**config.mk**
```make
export PLATFORM = sky130hd
export DESIGN_NAME = reader_writer_lock_arbiter
export DESIGN_NICKNAME = d
export VERILOG_FILES = /design/src/rtl/rwl_pkg.sv /design/src/rtl/rwl_stack.sv /design/src/rtl/reader_writer_lock_arbiter.sv
export SDC_FILE = /design/constraint.sdc
export NUM_CORES = 1
export LEC_CHECK = 0
export BUFFER_PORTS_ARGS = -buffer_cell sky130_fd_sc_hd__buf_2
export CORE_MARGIN = 10
export CORE_UTILIZATION = 40
export CTS_BUF_LIST = sky130_fd_sc_hd__clkbuf_4
export CTS_CLUSTER_SIZE = 25
export DETAILED_ROUTE_END_ITERATION = 10
export PLACE_DENSITY = 0.6
export SYNTH_ARGS = -nofsm -noshare
export SYNTH_HDL_FRONTEND = slang
export SYNTH_HIERARCHICAL = 1
export SYNTH_SLANG_ARGS = --single-unit
```
**constraint.sdc**
```tcl
create_clock -name clk -period 4.6 [get_ports clk]
set_clock_uncertainty 0.1 [all_clocks]
set_input_delay 1.15 -clock clk [delete_from_list [all_inputs] [get_ports clk]]
set_output_delay 1.15 -clock clk [all_outputs]
set_load 0.005 [all_outputs]
```
**src/rtl/rwl_pkg.sv**
```systemverilog
// Package with the sizes, codes and types shared by the reader-writer lock files.
`default_nettype none
package rwl_pkg;

	localparam int NUM_AGENTS = 16;
	localparam int AGENT_W = 4;
	localparam int ADDR_W = (NUM_AGENTS > 1) ? $clog2(NUM_AGENTS) : 1;
	localparam int DEPTH_W = $clog2(NUM_AGENTS + 1);
	localparam int COUNT_W = 5;
	localparam logic [COUNT_W-1:0] COUNT_MAX = {COUNT_W{1'b1}};
	localparam logic [DEPTH_W-1:0] DEPTH_FULL = DEPTH_W'(NUM_AGENTS);

	localparam logic [1:0] OP_ACQ_EXCL = 2'd0;
	localparam logic [1:0] OP_REL_EXCL = 2'd1;
	localparam logic [1:0] OP_ACQ_SHRD = 2'd2;
	localparam logic [1:0] OP_REL_SHRD = 2'd3;

	localparam logic [1:0] ST_GRANT = 2'd0;
	localparam logic [1:0] ST_QUEUED = 2'd1;
	localparam logic [1:0] ST_NONE = 2'd2;
	localparam logic [1:0] ST_ERROR = 2'd3;

	typedef struct packed {
		logic we;
		logic [ADDR_W-1:0] waddr;
		logic [AGENT_W-1:0] wdata;
		logic re;
		logic [ADDR_W-1:0] raddr;
	} stk_req_t;

endpackage
`default_nettype wire

```
**src/rtl/rwl_stack.sv**
```systemverilog
// Waiting-agent stack storage with one write port and one registered read port.
`default_nettype none
module rwl_stack
	import rwl_pkg::*;
(
	input wire logic clk,
	input wire stk_req_t req,
	output logic [AGENT_W-1:0] rdata
);

	logic [AGENT_W-1:0] mem [NUM_AGENTS];

	always_ff @(posedge clk) begin
		if (req.we) begin
			mem[req.waddr] <= req.wdata;
		end
		if (req.re) begin
			rdata <= mem[req.raddr];
		end
	end

endmodule
`default_nettype wire

```
**src/rtl/reader_writer_lock_arbiter.sv**
```systemverilog
// Top level of the reader-writer lock arbiter: request sequencer, holder counts and result port.
//
// A request is taken when start is high and busy is low. An acquire or a failing release
// gives one result, registered from the execute state. A release that wakes nobody gives its
// result from the wake state that follows execute, and one that wakes a writer gives it from
// the writer-pop state after wake. A release that wakes readers gives the first grant from the
// reader-pop state after wake and one more grant every cycle after that, newest waiter first,
// because each stack pop goes through the registered read port of its store.
// Every result is shown for exactly one cycle with done high and cannot be held off; last
// marks the final result of a request. Busy falls in the cycle that the final result is
// registered, so the next request may be taken while that result is on the ports.
`default_nettype none
module reader_writer_lock_arbiter
	import rwl_pkg::*;
(
	input wire logic clk,
	input wire logic arst_n,
	input wire logic start,
	output logic busy,
	input wire logic [1:0] opcode,
	input wire logic [AGENT_W-1:0] agent_id,
	output logic done,
	output logic [1:0] status,
	output logic [AGENT_W-1:0] granted_agent,
	output logic grant_exclusive,
	output logic last
);

	typedef enum logic [4:0] {
		S_IDLE = 5'b00001,
		S_EXEC = 5'b00010,
		S_WAKE = 5'b00100,
		S_WPOP = 5'b01000,
		S_RPOP = 5'b10000
	} state_t;

	state_t state_q;
	logic [1:0] op_q;
	logic [AGENT_W-1:0] agent_q;
	logic [COUNT_W-1:0] rcount_q;
	logic wcount_q;
	logic [DEPTH_W-1:0] wdepth_q;
	logic [DEPTH_W-1:0] rdepth_q;

	logic done_q;
	logic [1:0] status_q;
	logic [AGENT_W-1:0] gagent_q;
	logic gexcl_q;
	logic last_q;

	stk_req_t wreq;
	stk_req_t rreq;
	logic [AGENT_W-1:0] wdata_rd;
	logic [AGENT_W-1:0] rdata_rd;

	logic [DEPTH_W-1:0] wdepth_m1;
	logic [DEPTH_W-1:0] rdepth_m1;
	logic excl_wait;
	logic wake_writer;

	assign wdepth_m1 = wdepth_q - DEPTH_W'(1);
	assign rdepth_m1 = rdepth_q - DEPTH_W'(1);
	assign excl_wait = (rcount_q != '0) || wcount_q || (wdepth_q != '0);
	assign wake_writer = !wcount_q && (rcount_q == '0) && (wdepth_q != '0);

	always_comb begin
		wreq = '0;
		rreq = '0;
		wreq.waddr = wdepth_q[ADDR_W-1:0];
		wreq.wdata = agent_q;
		wreq.raddr = wdepth_m1[ADDR_W-1:0];
		rreq.waddr = rdepth_q[ADDR_W-1:0];
		rreq.wdata = agent_q;
		rreq.raddr = rdepth_m1[ADDR_W-1:0];
		case (state_q)
			S_EXEC: begin
				if (op_q == OP_ACQ_EXCL && excl_wait && wdepth_q != DEPTH_FULL) begin
					wreq.we = 1'b1;
				end
				if (op_q == OP_ACQ_SHRD && wcount_q && rdepth_q != DEPTH_FULL) begin
					rreq.we = 1'b1;
				end
			end
			S_WAKE: begin
				if (wake_writer) begin
					wreq.re = 1'b1;
				end else if (rdepth_q != '0) begin
					rreq.re = 1'b1;
				end
			end
			S_RPOP: begin
				if (rdepth_q != '0) begin
					rreq.re = 1'b1;
				end
			end
			default: begin
			end
		endcase
	end

	rwl_stack u_wstack (
		.clk(clk),
		.req(wreq),
		.rdata(wdata_rd)
	);

	rwl_stack u_rstack (
		.clk(clk),
		.req(rreq),
		.rdata(rdata_rd)
	);

	always_ff @(posedge clk) begin
		if (state_q == S_IDLE && start) begin
			op_q <= opcode;
			agent_q <= agent_id;
		end
	end

	always_ff @(posedge clk or negedge arst_n) begin
		if (!arst_n) begin
			state_q <= S_IDLE;
			rcount_q <= '0;
			wcount_q <= 1'b0;
			wdepth_q <= '0;
			rdepth_q <= '0;
			done_q <= 1'b0;
		end else begin
			done_q <= 1'b0;
			case (state_q)
				S_IDLE: begin
					if (start) begin
						state_q <= S_EXEC;
					end
				end
				S_EXEC: begin
					done_q <= 1'b1;
					state_q <= S_IDLE;
					case (op_q)
						OP_ACQ_EXCL: begin
							if (excl_wait) begin
								if (wdepth_q != DEPTH_FULL) begin
									wdepth_q <= wdepth_q + DEPTH_W'(1);
								end
							end else begin
								wcount_q <= 1'b1;
							end
						end
						OP_REL_EXCL: begin
							if (wcount_q) begin
								wcount_q <= 1'b0;
								done_q <= 1'b0;
								state_q <= S_WAKE;
							end
						end
						OP_ACQ_SHRD: begin
							if (wcount_q) begin
								if (rdepth_q != DEPTH_FULL) begin
									rdepth_q <= rdepth_q + DEPTH_W'(1);
								end
							end else if (rcount_q != COUNT_MAX) begin
								rcount_q <= rcount_q + COUNT_W'(1);
							end
						end
						default: begin
							if (rcount_q != '0) begin
								rcount_q <= rcount_q - COUNT_W'(1);
								done_q <= 1'b0;
								state_q <= S_WAKE;
							end
						end
					endcase
				end
				S_WAKE: begin
					if (wake_writer) begin
						wdepth_q <= wdepth_m1;
						wcount_q <= 1'b1;
						state_q <= S_WPOP;
					end else if (rdepth_q != '0) begin
						rdepth_q <= rdepth_m1;
						state_q <= S_RPOP;
					end else begin
						done_q <= 1'b1;
						state_q <= S_IDLE;
					end
				end
				S_WPOP: begin
					done_q <= 1'b1;
					state_q <= S_IDLE;
				end
				S_RPOP: begin
					done_q <= 1'b1;
					if (rcount_q != COUNT_MAX) begin
						rcount_q <= rcount_q + COUNT_W'(1);
					end
					if (rdepth_q != '0) begin
						rdepth_q <= rdepth_m1;
					end else begin
						state_q <= S_IDLE;
					end
				end
				default: begin
					state_q <= S_IDLE;
				end
			endcase
		end
	end

	always_ff @(posedge clk) begin
		case (state_q)
			S_EXEC: begin
				status_q <= ST_ERROR;
				gagent_q <= '0;
				gexcl_q <= 1'b0;
				last_q <= 1'b1;
				case (op_q)
					OP_ACQ_EXCL: begin
						if (!excl_wait || wdepth_q != DEPTH_FULL) begin
							status_q <= excl_wait ? ST_QUEUED : ST_GRANT;
							gagent_q <= agent_q;
							gexcl_q <= 1'b1;
						end
					end
					OP_ACQ_SHRD: begin
						if (wcount_q ? (rdepth_q != DEPTH_FULL) : (rcount_q != COUNT_MAX)) begin
							status_q <= wcount_q ? ST_QUEUED : ST_GRANT;
							gagent_q <= agent_q;
						end
					end
					default: begin
					end
				endcase
			end
			S_WAKE: begin
				status_q <= ST_NONE;
				gagent_q <= '0;
				gexcl_q <= 1'b0;
				last_q <= 1'b1;
			end
			S_WPOP: begin
				status_q <= ST_GRANT;
				gagent_q <= wdata_rd;
				gexcl_q <= 1'b1;
				last_q <= 1'b1;
			end
			S_RPOP: begin
				status_q <= ST_GRANT;
				gagent_q <= rdata_rd;
				gexcl_q <= 1'b0;
				last_q <= (rdepth_q == '0);
			end
			default: begin
			end
		endcase
	end

	assign busy = (state_q != S_IDLE);
	assign done = done_q;
	assign status = status_q;
	assign granted_agent = gagent_q;
	assign grant_exclusive = gexcl_q;
	assign last = last_q;

endmodule
`default_nettype wire
```
; ---- After elaboration in Yosys (flattened, before gate mapping)
; Memory sizes are Yosys's and may differ from the RTL's. A register that Yosys moved wholly into a read port is not among the register bits.
; Cells that the tools add are included.
[totals]
register_bits = 36
ram_bits = 128
mem_count = 2
[op_classes]
n_addsub = 6
eq_ne = 26
mux = 62
n_reduce_logical = 35
[memory_table]
columns = name, depth, word_bits, read_ports, rd_clocked_by_memory_dff, write_ports, line_no
row1 = u_rstack.mem, 16, 4, 1, 1, 1, rwl_stack.sv:11  ; logic [AGENT_W-1:0] mem [NUM_AGENTS];
row2 = u_wstack.mem, 16, 4, 1, 1, 1, rwl_stack.sv:11
[ops]
columns = operator, count
row1 = 2-to-1 mux 5 bit, 16
row2 = case mux 5 bit (2 select lines), 3
row3 = 2-to-1 mux 1 bit, 23
row4 = inequality test 2 bit (second input constant), 11
row5 = case mux 5 bit (4 select lines), 1
row6 = case mux 4 bit (4 select lines), 1
row7 = adder 5 x 1 -> 5 bit (second input constant), 3
row8 = inequality test 5 bit (second input constant), 3
row9 = case mux 5 bit (3 select lines), 1
row10 = nonzero test 5 bit, 3
row11 = subtractor 5 x 1 -> 5 bit (second input constant), 3
row12 = logical NOT 5 bit, 2
row13 = case mux 1 bit (2 select lines), 5
row14 = AND reduction 5 bit, 2
row15 = inequality test 3 bit (second input constant), 3
row16 = nonzero test 3 bit, 3
row17 = 2-to-1 mux 4 bit, 2
row18 = case mux 4 bit (2 select lines), 1
row19 = AND reduction 4 bit, 2
row20 = OR reduction 2 bit, 4
row21 = logical AND 1 bit, 7
row22 = 2-to-1 mux 3 bit, 2
row23 = case mux 1 bit (3 select lines), 2
row24 = case mux 2 bit (3 select lines), 1
row25 = 19 further kinds, 25

; ---- Logic depth before layout (Yosys ltp)
[depth]
word_depth = 9
mapped_depth = 8

; ---- By module
; The synthesis kept the hierarchy.
[by_module_without_submodules]
columns = module, instances, cells_per_inst, area_per_inst_um2, seq_area_each_um2
row1 = rwl_stack, 2, 130, 2706.3, 2042.0
row2 = reader_writer_lock_arbiter, 1, 231, 2239.6, 972.2

; ---- Worst setup path after synthesis
; No wires, ideal clock.
[synth_path]
path_kind = flip-flop to flip-flop
start = register wdepth_q[0]
end = memory u_wstack.mem[0][0], enable pin
t_arrival_ns = 2.546
slack_ns = 1.593
path_stages_with_launch = 7
n_path_buf = 0
cell_sequence = dfrtp_1 -> inv_1 -> ha_1 -> a311o_1 -> nor3_1 -> or3b_2 -> nor3_1
[synth_rtl]
columns = element, line_no
row1 = "start, declared", reader_writer_lock_arbiter.sv:42  ; logic [DEPTH_W-1:0] wdepth_q;
row2 = "start signal, assigned", reader_writer_lock_arbiter.sv:143  ; wdepth_q <= wdepth_q + DEPTH_W'(1);
row3 = "start signal, assigned", reader_writer_lock_arbiter.sv:176  ; wdepth_q <= wdepth_m1;
row4 = "end, declared", rwl_stack.sv:11

==> metrics.txt <==
status=complete, no violations; register area=about 0.005 mm²; Final setup viols=0; Clock Path Buffers=2; Top FF cell, synth=edfxtp_1; Final period util=0.776; Die Span Y=about 160 µm; Wirelength per Cell=between 15 and 20 µm; FILL cells=between 1500 and 2000; core area=approximately 0.019 mm²; Rel. slew slack=0.325; post-CTS setup buffer count=0; Unique masters post-synth=59; register area share after synthesis=0.661; Syn Nets=509; final hold vios=0; Crit. End Element=flip-flop; WP data arrival=between 3 and 4 ns; dpl ws=about 1.1 ns; commonest cells after routing, fill and taps aside=150 x edfxtp_1, 48 x nor2_1, 29 x nand3_1, 28 x mux4_1, 26 x nand2_1; Setup Crit Path Kind=flip-flop to flip-flop; Die Span X=about 160 µm; Worst Max-Slew Pin Slew=0.999 ns; placed cell area=between 0.007 and 0.008 mm²; clock transition at the registers of the reported paths=about 0.13 ns; Post-Syn Instances=a little under 500; number of enable flip-flop cells after synthesis=150; # rows=50; H-tree Lvls=4; Total Wirelength=around 15 mm; synthesized area per cell=15.6 µm²; Worst VDD drop=177 µV; worst skew pair latency=roughly 0.55 ns; fmax=roughly 280 MHz; Boundary Pins=19; Max Cap Viol=0; Tightest Hold Check Type=flip-flop to flip-flop; DR pass1 iterations=5; post-DR vias/cell=approximately 5.8; number of synthesized register bits=172; CP Max Fanout=19; Async SR Flop Fraction=0.128; Final ANT Viol Nets=0; area used by multi-input combinational logic=around 0.0024 mm²; Slew Limit Fails=0; Num CTS Buffers=17; RSZ-0062 raised after global routing=false; DR vias=between 4000 and 5000; share of post-route cells with drive strength above 1=0.135; PnR worst setup slack=approximately 1.0 ns; detailed placement HPWL=~10 mm; Warnings, synthesis=6; CTS tree=yes; gpl congestion=0.858; Power Dens Cells=514 mW/mm²; most common cell after layout, fill and taps aside=edfxtp_1; first-pass GRT wire length=about 24 mm; Syn Std Cell Area=between 0.007 and 0.008 mm²; drt drc=0; Layout area overhead=6.82%; startpoint types=flip-flop; Hold-fix buffers, CTS=0; antenna violations before repair=1; PostCTS Resize Cnt=0; setup TNS=0 ns; DRT iter0 DRCs=around 350; minimum clock period=between 3 and 4 ns; grt ovf=0; vias in the first global route=approximately 4300; Tot GR Track Use=0.127; PortBufs=18; WHS=about 0.42 ns; Crit path required time=4.70 ns; Die ar.=0.0251 mm²; starting density of the core=0.408; Leak=about 2.8 nW; pin count of the biggest net entering global routing=34; Finished Cell Area=approximately 0.0082 mm²; Final nets=~530; Clock Tree Root=clkbuf_4; TritonCTS Sinks=between 150 and 200
## cell families (layout without fill, tap and decap cells)
family | count (synthesis) | count (layout) | share of synthesized area
compound gates | 61 | 61 | 0.0579
xor+xnor | 15 | 15 | 0.0172
fa+ha+maj | 9 | 9 | 0.0147
buf+inv | 34 | 70 | 0.0258
flops | 172 | 172 | 0.661
mux | 35 | 35 | 0.112
other cells | 0 | 1 | 0
simple gates | 165 | 165 | 0.112
## critical path, cell delays in order, from the launching register on
cell and delay (ns):
dfrtp_1 0.56, inv_1 0.49, ha_1 0.43, a31oi_1 0.32, and2_1 0.29, or3b_2 0.52, nor3_1 0.51
## cell usage after synthesis, types with 2 or more instances
master / n / area [µm²]
edfxtp_1: 150 / 4500
nor2_1: 48 / 180
nand3_1: 29 / 145
mux4_1: 28 / 736
nand2_1: 26 / 97.6
dfrtp_1: 21 / 526
nor3_1: 15 / 75.1
inv_1: 14 / 52.6
a21oi_1: 11 / 55.1
ha_1: 9 / 113
nand2b_1: 9 / 56.3
o21ai_0: 9 / 45.0
a22oi_1: 8 / 60.1
clkbuf_1: 8 / 30.0
xnor2_1: 8 / 70.1
xor2_1: 7 / 61.3
buf_2: 6 / 30.0
nand3b_1: 6 / 45.0
and3_1: 5 / 31.3
a21o_1: 4 / 30.0
a22o_1: 4 / 35.0
buf_6: 4 / 45.0
mux4_2: 4 / 90.1
nor2b_1: 4 / 25.0
a211o_1: 3 / 26.3
a21boi_0: 3 / 22.5
nand4b_1: 3 / 26.3
nor4b_1: 3 / 26.3
a211oi_1: 2 / 15.0
a311o_1: 2 / 20.0
a31oi_1: 2 / 12.5
a32oi_1: 2 / 17.5
and4_1: 2 / 17.5
buf_12: 2 / 40.0
mux2i_1: 2 / 20.0
nand4_1: 2 / 12.5
nor4_1: 2 / 12.5
o31ai_1: 2 / 15.0
or3b_2: 2 / 17.5
## area by class of cell
class | instances | area share
antenna | 1 | 0.000306
inverter | 14 | 0.00643
multi-input combinational | 285 | 0.293
timing repair buffer | 24 | 0.0165
clock inverter | 13 | 0.0115
clock buffer | 19 | 0.0174
tap | 234 | 0.0358
sequential | 172 | 0.619
## worst paths after layout
path	end	startpoint	slack, ns	depth (start not counted)
max in group asynchronous	wdepth_q[2]	arst_n	3.53	1
setup reg to reg	u_rstack/mem[0][2]	rdepth_q[0]	1.03	6
min in group asynchronous	done	arst_n	0.48	1
hold / removal	wdepth_q[4]	wdepth_q[4]	0.42	1
hold reg to reg	wdepth_q[4]	wdepth_q[4]	0.42	1
setup / recovery	u_rstack/mem[0][2]	rdepth_q[0]	1.03	6
## registers in the layout, summed over array words and instances (netlist names)
register,cells
last,1
wcount_q,1
u_rstack/rdata,4
op_q,2
u_wstack/rdata,4
wdepth_q,5
u_wstack/mem,64
state_q,5
rdepth_q,5
status,2
granted_agent,4
u_rstack/mem,64
done,1
agent_q,4
rcount_q,5
grant_exclusive,1
## metal layers
layer	GRT usage	part of all wire	vias up
li1	-	-	1994
met1	0.167	0.46	2239
met2	0.197	0.47	140
met3	0.0246	0.041	21
met4	0.0609	0.027	0
met5	0	0	-
## metrics by stage
| stage | std cells | util | total power [mW] |
|---|---|---|---|
| global route | 762 | 0.436 | 4.47 |
| detailed placement | 729 | 0.423 | 3.50 |
| floorplan | 491 | - | 3.18 |
| finish | 762 | 0.436 | 4.20 |
| CTS | 761 | 0.435 | 4.23 |
| global placement | 729 | 0.423 | 3.46 |
## where the power goes
| group | switching (mW) | internal (mW) | total [mW] |
|---|---|---|---|
| Combinational | 0.826 | 0.599 | 1.43 |
| Clock | 0.510 | 0.226 | 0.736 |
| Sequential | 0.161 | 1.88 | 2.04 |
(Power assumes the default switching activity.)
